--- src/rtl/miq_pkg.sv ---
// Shared types and constants for the MPEG-2 inverse quantizer.
// Used by miq_dequant, the top level and the testbench; depends on nothing else.
package miq_pkg;

    localparam int BLOCK_COEFFS_DEF   = 64;
    localparam int NUM_COMPONENTS_DEF = 3;

    localparam int ACTION_W = 2;
    localparam int VALUE_W  = 16;
    localparam int POS_W    = 6;
    localparam int COMP_W   = 2;
    localparam int SCALE_W  = 7;
    localparam int PREC_W   = 2;
    localparam int WEIGHT_W = 8;
    localparam int OUT_W    = 12;
    localparam int SUM_W    = 32;
    localparam int TERM_W   = 17;
    localparam int PROD1_W  = TERM_W + WEIGHT_W;
    localparam int PROD2_W  = 32;
    localparam int FRAC_SH  = 5;
    localparam int DC_BASE_SH = 3;

    localparam logic [ACTION_W-1:0] ACT_COEF = 2'd0;
    localparam logic [ACTION_W-1:0] ACT_LOAD = 2'd1;
    localparam logic [ACTION_W-1:0] ACT_SET  = 2'd2;

    typedef enum logic [3:0] {
        ST_IDLE = 4'b0001,
        ST_READ = 4'b0010,
        ST_MUL  = 4'b0100,
        ST_FIN  = 4'b1000
    } state_t;

    typedef struct packed {
        logic ld_mul1;
        logic ld_mul2;
    } dp_ctrl_t;

endpackage

--- src/rtl/miq_ram.sv ---
// Generic single-port synchronous RAM with a registered read.
// Depends on nothing; width and depth come from parameters.
module miq_ram #(
    parameter int WIDTH = 8,
    parameter int DEPTH = 128
) (
    input  logic                     aclk,
    input  logic                     we,
    input  logic [$clog2(DEPTH)-1:0] addr,
    input  logic [WIDTH-1:0]         wdata,
    output logic [WIDTH-1:0]         rdata
);

    logic [WIDTH-1:0] mem [DEPTH];
    logic [WIDTH-1:0] rdata_reg;

    always_ff @(posedge aclk) begin
        if (we) begin
            mem[addr] <= wdata;
        end
        rdata_reg <= mem[addr];
    end

    assign rdata = rdata_reg;

endmodule

--- src/rtl/miq_dequant.sv ---
// Two-stage multiply and clip for non-DC coefficients.
// Depends on miq_pkg for widths and the stage control struct.
module miq_dequant (
    input  logic                                aclk,
    input  miq_pkg::dp_ctrl_t                   ctrl,
    input  logic signed [miq_pkg::VALUE_W-1:0]  value,
    input  logic                                intra,
    input  logic [miq_pkg::WEIGHT_W-1:0]        weight,
    input  logic [miq_pkg::SCALE_W-1:0]         scale,
    output logic signed [miq_pkg::OUT_W-1:0]    coef_value
);

    localparam int SH_W = miq_pkg::PROD2_W - miq_pkg::FRAC_SH;

    logic signed [miq_pkg::TERM_W-1:0] value_x;
    logic [miq_pkg::TERM_W-1:0]        mag;
    logic [miq_pkg::TERM_W-1:0]        term;
    logic [miq_pkg::PROD1_W-1:0]       prod1_reg;
    logic [miq_pkg::PROD2_W-1:0]       prod2_reg;
    logic [SH_W-1:0]                   shifted;

    // The magnitude never exceeds 2^15, so doubling it fits in 17 bits.
    assign value_x = {value[miq_pkg::VALUE_W-1], value};
    assign mag     = value_x[miq_pkg::TERM_W-1] ? miq_pkg::TERM_W'(-value_x)
                                                : miq_pkg::TERM_W'(value_x);
    assign term    = {mag[miq_pkg::TERM_W-2:0], ~intra};

    always_ff @(posedge aclk) begin
        if (ctrl.ld_mul1) begin
            prod1_reg <= miq_pkg::PROD1_W'(term) * miq_pkg::PROD1_W'(weight);
        end
        if (ctrl.ld_mul2) begin
            prod2_reg <= miq_pkg::PROD2_W'(prod1_reg) * miq_pkg::PROD2_W'(scale);
        end
    end

    assign shifted = prod2_reg[miq_pkg::PROD2_W-1:miq_pkg::FRAC_SH];

    always_comb begin
        if (value == '0) begin
            coef_value = '0;
        end else if (value[miq_pkg::VALUE_W-1]) begin
            if (shifted > SH_W'(2048)) begin
                coef_value = 12'sh800;
            end else begin
                coef_value = miq_pkg::OUT_W'(-shifted[miq_pkg::OUT_W-1:0]);
            end
        end else begin
            if (shifted > SH_W'(2047)) begin
                coef_value = 12'sh7FF;
            end else begin
                coef_value = shifted[miq_pkg::OUT_W-1:0];
            end
        end
    end

endmodule

--- src/rtl/mpeg2_inverse_quantizer_top.sv ---
// Top level of the MPEG-2 inverse quantizer: sequencer, DC predictors, block sum.
// Depends on miq_pkg, miq_ram (weight tables) and miq_dequant (multiply and clip).
//
//  Chan   Dir  Handshake        Payload
//  s_*    in   s_valid/s_ready  action value position intra component quant_scale first last
//  m_*    out  m_valid/m_ready  out_position out_value out_last mismatch_word
//  cfg_*  in   cfg_wr_en        cfg_wr_data: dc_precision (2 bits)
//
// A coefficient item has its weight read at the accepting edge; s_ready then stays low
// through ST_READ and ST_MUL (two multiply stages) and ST_FIN (the clip into the output
// register), after which its result is valid. Load and set items leave s_ready high.
// A result waiting in the output register stalls the next coefficient item in its clip
// step, and s_ready stays low until the waiting result is taken.
// Sync active-low reset clears only state, m_valid, predictors, block sum and dc_precision.
module mpeg2_inverse_quantizer_top #(
    parameter int BLOCK_COEFFS   = miq_pkg::BLOCK_COEFFS_DEF,
    parameter int NUM_COMPONENTS = miq_pkg::NUM_COMPONENTS_DEF
) (
    input  logic                                aclk,
    input  logic                                aresetn,
    input  logic                                cfg_wr_en,
    input  logic [miq_pkg::PREC_W-1:0]          cfg_wr_data,
    input  logic                                s_valid,
    output logic                                s_ready,
    input  logic [miq_pkg::ACTION_W-1:0]        s_action,
    input  logic signed [miq_pkg::VALUE_W-1:0]  s_value,
    input  logic [miq_pkg::POS_W-1:0]           s_position,
    input  logic                                s_intra,
    input  logic [miq_pkg::COMP_W-1:0]          s_component,
    input  logic [miq_pkg::SCALE_W-1:0]         s_quant_scale,
    input  logic                                s_first_in_block,
    input  logic                                s_last_in_block,
    output logic                                m_valid,
    input  logic                                m_ready,
    output logic [miq_pkg::POS_W-1:0]           m_out_position,
    output logic signed [miq_pkg::OUT_W-1:0]    m_out_value,
    output logic                                m_out_last,
    output logic [miq_pkg::SUM_W-1:0]           m_mismatch_word
);

    localparam int TABLE_DEPTH = 2 * BLOCK_COEFFS;
    localparam int ADDR_W      = $clog2(TABLE_DEPTH);
    localparam int POSX_W      = miq_pkg::POS_W + 1;
    localparam int DCX_W       = miq_pkg::VALUE_W + miq_pkg::DC_BASE_SH;

    miq_pkg::state_t state_reg, state_next;

    // Fields of the coefficient item in flight.
    logic signed [miq_pkg::VALUE_W-1:0] value_reg;
    logic [miq_pkg::POS_W-1:0]          pos_reg;
    logic                               intra_reg;
    logic [miq_pkg::COMP_W-1:0]         comp_reg;
    logic [miq_pkg::SCALE_W-1:0]        scale_reg;
    logic                               first_reg;
    logic                               last_reg;
    logic                               dc_path_reg;
    logic signed [miq_pkg::OUT_W-1:0]   dc_res_reg;

    logic [miq_pkg::PREC_W-1:0]         dc_precision_reg;
    logic [miq_pkg::VALUE_W-1:0]        dc_pred_reg [NUM_COMPONENTS];
    logic [miq_pkg::SUM_W-1:0]          sum_reg, sum_next;

    logic                               m_valid_reg;
    logic [miq_pkg::POS_W-1:0]          m_pos_reg;
    logic signed [miq_pkg::OUT_W-1:0]   m_value_reg;
    logic                               m_last_reg;
    logic [miq_pkg::SUM_W-1:0]          m_mismatch_reg;

    logic                               accept;
    logic                               out_free;
    logic [ADDR_W-1:0]                  ram_addr;
    logic                               ram_we;
    logic [miq_pkg::WEIGHT_W-1:0]       ram_rdata;
    logic [miq_pkg::VALUE_W-1:0]        pred_sel;
    logic [miq_pkg::VALUE_W-1:0]        dc_sum;
    logic signed [DCX_W-1:0]            dc_scaled;
    logic signed [miq_pkg::OUT_W-1:0]   dc_clip;
    logic signed [miq_pkg::OUT_W-1:0]   coef_value;
    logic signed [miq_pkg::OUT_W-1:0]   result;
    miq_pkg::dp_ctrl_t                  dp_ctrl;

    assign s_ready  = (state_reg == miq_pkg::ST_IDLE);
    assign accept   = s_valid && s_ready;
    assign out_free = !m_valid_reg || m_ready;

    // Weight table address: position folded into the block size, with the intra
    // table placed in the upper half. At most three subtractions are needed.
    always_comb begin
        logic [POSX_W-1:0] pos_mod;
        pos_mod = {1'b0, s_position};
        for (int k = 0; k < 3; k++) begin
            if (pos_mod >= POSX_W'(BLOCK_COEFFS)) begin
                pos_mod = pos_mod - POSX_W'(BLOCK_COEFFS);
            end
        end
        if (s_intra) begin
            ram_addr = ADDR_W'(pos_mod) + ADDR_W'(BLOCK_COEFFS);
        end else begin
            ram_addr = ADDR_W'(pos_mod);
        end
    end

    assign ram_we = accept && (s_action == miq_pkg::ACT_LOAD);

    miq_ram #(
        .WIDTH (miq_pkg::WEIGHT_W),
        .DEPTH (TABLE_DEPTH)
    ) u_weight_ram (
        .aclk  (aclk),
        .we    (ram_we),
        .addr  (ram_addr),
        .wdata (s_value[miq_pkg::WEIGHT_W-1:0]),
        .rdata (ram_rdata)
    );

    // Sequencer. The RAM is read every cycle at the address formed from the
    // input, so the weight for an accepted coefficient is ready in ST_READ.
    always_comb begin
        state_next = state_reg;
        unique case (state_reg)
            miq_pkg::ST_IDLE: begin
                if (accept && (s_action == miq_pkg::ACT_COEF)) begin
                    state_next = miq_pkg::ST_READ;
                end
            end
            miq_pkg::ST_READ: state_next = miq_pkg::ST_MUL;
            miq_pkg::ST_MUL:  state_next = miq_pkg::ST_FIN;
            miq_pkg::ST_FIN: begin
                if (out_free) begin
                    state_next = miq_pkg::ST_IDLE;
                end
            end
            default: state_next = miq_pkg::ST_IDLE;
        endcase
    end

    always_ff @(posedge aclk) begin
        if (!aresetn) begin
            state_reg        <= miq_pkg::ST_IDLE;
            dc_precision_reg <= '0;
        end else begin
            state_reg <= state_next;
            if (cfg_wr_en) begin
                dc_precision_reg <= cfg_wr_data;
            end
        end
    end

    always_ff @(posedge aclk) begin
        if (accept) begin
            value_reg   <= s_value;
            pos_reg     <= s_position;
            intra_reg   <= s_intra;
            comp_reg    <= s_component;
            scale_reg   <= s_quant_scale;
            first_reg   <= s_first_in_block;
            last_reg    <= s_last_in_block;
            dc_path_reg <= s_first_in_block && s_intra;
        end
        if (state_reg == miq_pkg::ST_READ) begin
            dc_res_reg <= dc_clip;
        end
    end

    // DC path: predictor plus differential wraps to 16 bits, then the scaled
    // value is clipped. A component without a predictor reads as zero.
    always_comb begin
        pred_sel = '0;
        for (int i = 0; i < NUM_COMPONENTS; i++) begin
            if (comp_reg == miq_pkg::COMP_W'(i)) begin
                pred_sel = dc_pred_reg[i];
            end
        end
    end

    assign dc_sum    = miq_pkg::VALUE_W'(value_reg) + pred_sel;
    assign dc_scaled = DCX_W'($signed(dc_sum)) <<<
                       (miq_pkg::PREC_W'(miq_pkg::DC_BASE_SH) - dc_precision_reg);

    always_comb begin
        if (dc_scaled > DCX_W'(2047)) begin
            dc_clip = 12'sh7FF;
        end else if (dc_scaled < -DCX_W'(2048)) begin
            dc_clip = 12'sh800;
        end else begin
            dc_clip = dc_scaled[miq_pkg::OUT_W-1:0];
        end
    end

    // Predictors: a set item writes one directly; an intra DC item writes back
    // the accumulated DC in its read step.
    always_ff @(posedge aclk) begin
        if (!aresetn) begin
            for (int i = 0; i < NUM_COMPONENTS; i++) begin
                dc_pred_reg[i] <= '0;
            end
        end else begin
            for (int i = 0; i < NUM_COMPONENTS; i++) begin
                if (accept && (s_action == miq_pkg::ACT_SET) &&
                    (s_component == miq_pkg::COMP_W'(i))) begin
                    dc_pred_reg[i] <= s_value;
                end else if ((state_reg == miq_pkg::ST_READ) && dc_path_reg &&
                             (comp_reg == miq_pkg::COMP_W'(i))) begin
                    dc_pred_reg[i] <= dc_sum;
                end
            end
        end
    end

    assign dp_ctrl.ld_mul1 = (state_reg == miq_pkg::ST_READ);
    assign dp_ctrl.ld_mul2 = (state_reg == miq_pkg::ST_MUL);

    miq_dequant u_dequant (
        .aclk       (aclk),
        .ctrl       (dp_ctrl),
        .value      (value_reg),
        .intra      (intra_reg),
        .weight     (ram_rdata),
        .scale      (scale_reg),
        .coef_value (coef_value)
    );

    assign result   = dc_path_reg ? dc_res_reg : coef_value;
    assign sum_next = (first_reg ? '0 : sum_reg) +
                      {{(miq_pkg::SUM_W - miq_pkg::OUT_W){result[miq_pkg::OUT_W-1]}}, result};

    // Block sum and output register are updated together when the result is
    // handed to the output register.
    always_ff @(posedge aclk) begin
        if (!aresetn) begin
            sum_reg     <= '0;
            m_valid_reg <= 1'b0;
        end else begin
            if ((state_reg == miq_pkg::ST_FIN) && out_free) begin
                sum_reg     <= sum_next;
                m_valid_reg <= 1'b1;
            end else if (m_ready) begin
                m_valid_reg <= 1'b0;
            end
        end
    end

    always_ff @(posedge aclk) begin
        if ((state_reg == miq_pkg::ST_FIN) && out_free) begin
            m_pos_reg      <= pos_reg;
            m_value_reg    <= result;
            m_last_reg     <= last_reg;
            m_mismatch_reg <= sum_next ^ miq_pkg::SUM_W'(1);
        end
    end

    assign m_valid         = m_valid_reg;
    assign m_out_position  = m_pos_reg;
    assign m_out_value     = m_value_reg;
    assign m_out_last      = m_last_reg;
    assign m_mismatch_word = m_mismatch_reg;

    // The read step only follows an accepted coefficient item.
    a_read_after_coef: assert property (@(posedge aclk) disable iff (!aresetn)
        (state_reg == miq_pkg::ST_READ) |->
        $past(s_valid && s_ready && (s_action == miq_pkg::ACT_COEF)))
        else $error("read step without an accepted coefficient item");

    // The multiply pipeline never stalls between its two stages.
    a_mul_to_fin: assert property (@(posedge aclk) disable iff (!aresetn)
        (state_reg == miq_pkg::ST_MUL) |=> (state_reg == miq_pkg::ST_FIN))
        else $error("multiply step not followed by the final step");

    // A finished item with a free output register is delivered and releases input.
    a_fin_delivers: assert property (@(posedge aclk) disable iff (!aresetn)
        ((state_reg == miq_pkg::ST_FIN) && (!m_valid_reg || m_ready)) |=>
        (m_valid_reg && (state_reg == miq_pkg::ST_IDLE)))
        else $error("finished item not delivered");

    // The block sum changes only when a result is produced.
    a_sum_stable: assert property (@(posedge aclk) disable iff (!aresetn)
        (state_reg != miq_pkg::ST_FIN) |=> $stable(sum_reg))
        else $error("block sum changed outside the final step");

endmodule

--- config.mk ---
export PLATFORM = sky130hd
export DESIGN_NAME = mpeg2_inverse_quantizer_top
export DESIGN_NICKNAME = d
export VERILOG_FILES = /design/src/rtl/miq_pkg.sv /design/src/rtl/miq_ram.sv /design/src/rtl/miq_dequant.sv /design/src/rtl/mpeg2_inverse_quantizer_top.sv
export SDC_FILE = /design/constraint.sdc
export NUM_CORES = 2
export LEC_CHECK = 0
export BUFFER_PORTS_ARGS = -buffer_cell sky130_fd_sc_hd__buf_2
export CAP_MARGIN = 20
export CORE_UTILIZATION = 51
export DETAILED_ROUTE_END_ITERATION = 8
export PLACE_DENSITY = 0.7
export SYNTH_ARGS = -nofsm -noshare
export SYNTH_HDL_FRONTEND = slang
export SYNTH_HIERARCHICAL = 1
export SYNTH_SLANG_ARGS = --single-unit
--- constraint.sdc ---
create_clock -name aclk -period 8.31 [get_ports aclk]
set_input_delay 1.2465 -clock aclk [delete_from_list [all_inputs] [get_ports aclk]]
set_output_delay 1.2465 -clock aclk [all_outputs]
set_load 0.03 [all_outputs]
**Yosys cells after proc, flatten, opt, wreduce, memory -nomap -nowiden**

Memory sizes are Yosys's and may differ from the RTL's. A register that Yosys moved wholly into a read port is not among the register bits.
Index checks and enable logic that the tools add are counted.

- Flip-flop bits (word level): 194
- Bits in latches: 0
- Memory bits (writable): 1072
- Bits in read-only memories: 0
- Bits of input ports: 43
- Word-level logic and storage cells: 122
- Memories kept: 2

Memory list:

| name | depth | bits a word | read ports | clocked after Yosys merged registers in | wr ports | RTL line | text |
|---|---|---|---|---|---|---|---|
| u_weight_ram.mem | 128 | 8 | 1 | 1 | 1 | miq_ram.sv:14 | `logic [WIDTH-1:0] mem [DEPTH];` |
| dc_pred_reg | 3 | 16 | 3 | 0 | 3 | mpeg2_inverse_quantizer_top.sv:60 | `logic [miq_pkg::VALUE_W-1:0] dc_pred_reg [NUM_COMPONENTS];` |

- $add $sub $neg: 6
- Multipliers: 2
- Divide/modulo/power cells: 0
- Magnitude comparators: 4
- Eq/ne operators: 12
- Shift-type cells: 1
- Multiplexer cells: 47
- Bitwise logic cells: 8
- Reductions and logical operators: 21

Operators with widths:

| operator | number |
|---|---|
| $mux 16 | 10 |
| $mux 12 | 6 |
| $add 32x32->32 | 1 |
| $mul 25x7->32 | 1 |
| $mux 32 | 1 |
| $gt 27x11->1 const B | 1 |
| $gt 27x12->1 const B | 1 |
| $mux 1 | 26 |
| $mul 17x8->25 | 1 |
| $gt 19x12->1 const B | 1 |
| $lt 19x12->1 const B | 1 |
| $sshl 16x2->19 | 1 |
| $add 16x16->16 | 1 |
| $logic_not 16->1 | 1 |
| $neg 16->16 | 1 |
| $pmux 4 s4 | 1 |
| $logic_and 1x1->1 | 13 |
| $neg 12->12 | 1 |
| $mux 4 | 2 |
| $add 6x7->7 const B | 1 |
| $mux 7 | 1 |
| $eq 2x1->1 const B | 3 |
| $eq 2x2->1 const B | 3 |
| $logic_not 2->1 | 3 |
| 13 further kinds | 19 |

**Depth between registers and ports, before layout**

- Word-level depth: 9
- Gate-level depth with buffers: 23
- Depth with buffers taken out: 22

**Hierarchy**

Netlist, hierarchy kept.

Modules (own cells, without submodules):

| module | times used | cells an instance | area each (um2) | sequential area each (um2) |
|---|---|---|---|---|
| miq_ram | 1 | 2475 | 40433.8 | 30909.6 |
| miq_dequant | 1 | 1256 | 11542.3 | 1561.5 |
| mpeg2_inverse_quantizer_top | 1 | 940 | 9894.5 | 5165.0 |

**Worst setup path before layout**

No wires, ideal clock.

- Path type: reg2reg
- From: register value_reg[0] (netlist name)
- To: register u_dequant/prod1_reg[24] (netlist name) (data pin)
- Arrival: 5.908 ns
- Required time: 8.050 ns
- Slack: 2.142 ns
- Cell stages (with the launch flop): 21
- Cells stage by stage: edfxtp_1 inv_1 ha_1 nand2b_1 or4_1 clkbuf_1 o41ai_1 xor2_1 nor2b_1 fa_1 fa_1 fa_1 inv_1 fa_1 inv_1 ha_1 a21o_1 a221o_1 or4b_1 a31oi_1 xnor2_1

- Cells in the longest elaborated chain, start to end: 3

Ends and longest elaborated chain:

| what | RTL line | text |
|---|---|---|
| from (decl) | mpeg2_inverse_quantizer_top.sv:49 | `logic signed [miq_pkg::VALUE_W-1:0] value_reg;` |
| from (signal assigned) | mpeg2_inverse_quantizer_top.sv:151 | `value_reg <= s_value;` |
| $neg 16->16 | miq_dequant.sv:24 | `assign mag = value_x[miq_pkg::TERM_W-1] ? miq_pkg::TERM_W'(-value_x)` |
| $mux 16 * | miq_dequant.sv:24 |  |
| $mul 17x8->25 * | miq_dequant.sv:30 | `prod1_reg <= miq_pkg::PROD1_W'(term) * miq_pkg::PROD1_W'(weight);` |
| to (signal assigned) | miq_dequant.sv:30 |  |
| to (decl) | miq_dequant.sv:18 | `logic [miq_pkg::PROD1_W-1:0] prod1_reg;` |

Mark *: on every way between the ends. The rest lies on a longest branch, timed or not.
A chain may end at the register's enable or synchronous reset.

**Worst setup path in the final report**

Ends and elaborated chain as after synthesis.

==> reports/metrics.yaml <==
clock_tree:
  cts_resized: 0
  path_clk_slew_ps: 60
  cts-htree-levels: 4
  numCtsBuffers: 135
  cts_buffer_depth: 3
  cts_root_buf: "clkbuf_16"
  post-cts-setup-buffers: 0
  cts_tree: "yes"
  clk_latency_ps: 780
  ctsHoldBuffers: 0
  cts_sinks: 1269
worst_setup_path:
  path_class: "flop to flop"
  max_stage_delay_ps: 690
  critPathBufInv: 3
  path_depth: 19
  critPathSlowestCell: "xor2_1"
  critical-path-top-delay-family: "adder cells"
  r2r-start: "value_reg[0]"
  cp-start-kind: "flop"
  r2r.worst_path.cells: 19
  cp_max_fo: 11
  crit_arrival_ps: 7480
  cp_data_required_time_ps: 8810
  reg2reg_to: "u_dequant/prod1_reg[24]"
  endpoint_kind: "flop"
  cp_common_cell: "fa_1"
  reg2reg_setup_slack_ps: 1330
  crit_chain: "inv_1 -> ha_1 -> nand2b_1 -> or4_1 -> o41ai_1 -> xor2_1 -> nor2b_1 -> fa_1 -> fa_1 -> fa_1 -> inv_1 -> fa_1 -> inv_1 -> ha_1 -> a21o_1 -> a221o_1 -> or4b_1 -> a31oi_1 -> xnor2_1"
worst_hold_path:
  hold_path.startpoint: "pos_reg[3]"
  holdPathEnd: "m_out_position[3]"
  hold_class: "flop to flop"
  worstHoldPathCells: 0
route:
  drc: 0
  dr.pass1.iters: 6
  antenna_left: 0
  drt_iter0_markers: 4927
  wl_per_cell_um: 25.7
  vias_per_cell: 6.32
  vias: 40712
  wirelength_um: 166000
pwr:
  p_seq_share_pct: 40.4
  peakVddDrop_uv: 347
  intPower_mw: 12.7
  power.leakage_nw: 24.2
  pwr-share-comb_pct: 27.4
  power_frac_clock_pct: 32.3
  p_sw_mw: 5.60
  finalPower_mw: 18.3
  powerDensity_nw_per_um2: 269
  switching_share_pct: 30.5
job:
  drv_cap: 0
finish:
  mostFrequentLayoutCells: "edfxtp_1, nand2_1, nor2_1, a21oi_1, inv_1"
  area_growth_pct: 10.2
  drive_gt1_share_pct: 10.6
  fin_nets: 5113
  largest_reg_flops: 1024
  final_common_cell: "edfxtp_1"
  fill_cells: 9543
sta:
  finalCritPeriodShare_pct: 84.0
  final_hold_viol_count: 0
  fin_hold_ws_ps: 420
  timing.fmax_mhz: 143
  slew_headroom_pct: 13.7
  tightest_slew_ps: 1290
  finalCriticalPeriod_ps: 6980
  skew_ps: 46.6
  finalSetupTns_ps: 0
  layout_setup_ws_ps: 1330
  rsz0062_at_grt: "false"
  setup_violations: 0
  final-max-slew-violation-count: 0
die:
  initial_core_util_pct: 51.5
  row_count: 127
  core_um2: 120000
  chipWidth_um: 350
  die_h_um: 350
  dieArea_um2: 123000
  io_pins: 96
grt:
  antenna_found_initial: 6
  grt_max_degree: 105
  grt_pass1_wl_um: 248000
  grt_pass1_vias: 39852
  grt.overflow.total: 0
  grt_usage_pct: 27.0
placement:
  dp_hpwl_um: 102000
  pre_cts_ws_ps: 1360
  globalplace.congestion: 0.883
  place.port_buffers: 95
synthesis:
  synth.avg_cell_area_um2: 13.2
  synth_cell_type_count: 112
  syn_nets: 5064
  synth_cells: 4671
  ys_seq_area_share_pct: 60.8
  yosys_warnings: 6
  synth_edf_count: 1222
  netlist_area_um2: 61900
  ys_async_sr_fraction_pct: 0
  synth_seq_cells: 1269
  ys.flop_type: "edfxtp_1"
run_status:
  status: "finished, final reports clean"
[area by class of cell]
| class | count | area (µm²) | share of cell area, % |
|---|---|---|---|
| antenna | 2 | 5.00 | 0.00734 |
| clock buffer | 169 | 3620 | 5.31 |
| clock inverter | 74 | 703 | 1.03 |
| inverter | 252 | 950 | 1.39 |
| multi-input combinational | 2883 | 22000 | 32.3 |
| sequential | 1269 | 37600 | 55.2 |
| tap | 1612 | 2020 | 2.96 |
| timing repair buffer | 179 | 1200 | 1.75 |
[power groups by stage]
stage | clock (mW) | combinational (mW) | sequential, mW
floorplan | 0 | 3.85 | 7.47
CTS | 5.97 | 5.05 | 7.39
global placement | 0 | 4.90 | 7.52
global route | 6.21 | 5.66 | 7.40
finish | 5.91 | 5.02 | 7.39
detailed placement | 0 | 5.02 | 7.53
[through the flow]
stage / area, µm² / instances / util, %
final: 68200 / 6440 / 56.7
after global routing: 68200 / 6439 / 56.7
after detailed placement: 63800 / 6193 / 53.1
after floorplan: 61900 / 4671 / -
after CTS: 68100 / 6436 / 56.7
after global placement: 63800 / 6190 / 53.1
[synthesized netlist by cell type, types with 31 or more instances]
cell type / instances / area (µm²)
a22o_1: 52 / 455
nor2b_1: 119 / 744
xor2_1: 39 / 342
a22oi_1: 73 / 548
ha_1: 145 / 1810
dfxtp_1: 47 / 941
fa_1: 205 / 4100
nand3_1: 46 / 230
clkbuf_1: 135 / 507
inv_1: 250 / 938
nand2_1: 444 / 1670
and2_1: 81 / 507
xnor2_1: 67 / 587
mux2_2: 76 / 856
nor2_1: 341 / 1280
edfxtp_1: 1222 / 36700
a21oi_1: 257 / 1290
buf_2: 83 / 415
o21ai_0: 141 / 706
a221oi_1: 227 / 1990
nand2b_1: 31 / 194
nor3_1: 33 / 165
mux2i_1: 90 / 901
[routing by layer]
layer,track usage (%),vias up,wire (µm)
met5,0,-,43
met4,12.3,6,7490
met3,4.90,422,15900
met2,44.1,2241,78800
met1,35.2,20463,63400
li1,-,17580,-
[kinds of logic (layout without fill, tap and decap cells)]
| group | count (synthesis) | count (layout) | share of synthesized area (%) |
|---|---|---|---|
| xor gates and xnor gates | 106 | 106 | 1.50 |
| other | 0 | 2 | 0 |
| buffers and inverters | 519 | 674 | 3.65 |
| AOI/OAI and AO/OA | 1046 | 1046 | 12.1 |
| adders and majority gates | 350 | 350 | 9.57 |
| DFF | 1269 | 1269 | 60.8 |
| and+or+nand+nor | 1198 | 1198 | 8.96 |
| muxes | 183 | 183 | 3.35 |
[worst max-delay path by stage]
stage / from / slack [ps] / end
final: value_reg[0] / 1330 / u_dequant/prod1_reg[24]
after global routing: value_reg[0] / 920 / u_dequant/prod1_reg[24]
after CTS: value_reg[0] / 1320 / u_dequant/prod1_reg[24]
after detailed placement: value_reg[0] / 1360 / u_dequant/prod1_reg[24]
after global placement: value_reg[0] / 1500 / u_dequant/prod1_reg[24]
after floorplan: value_reg[0] / 2140 / u_dequant/prod1_reg[24]
Power figures use the tool's default switching activity.
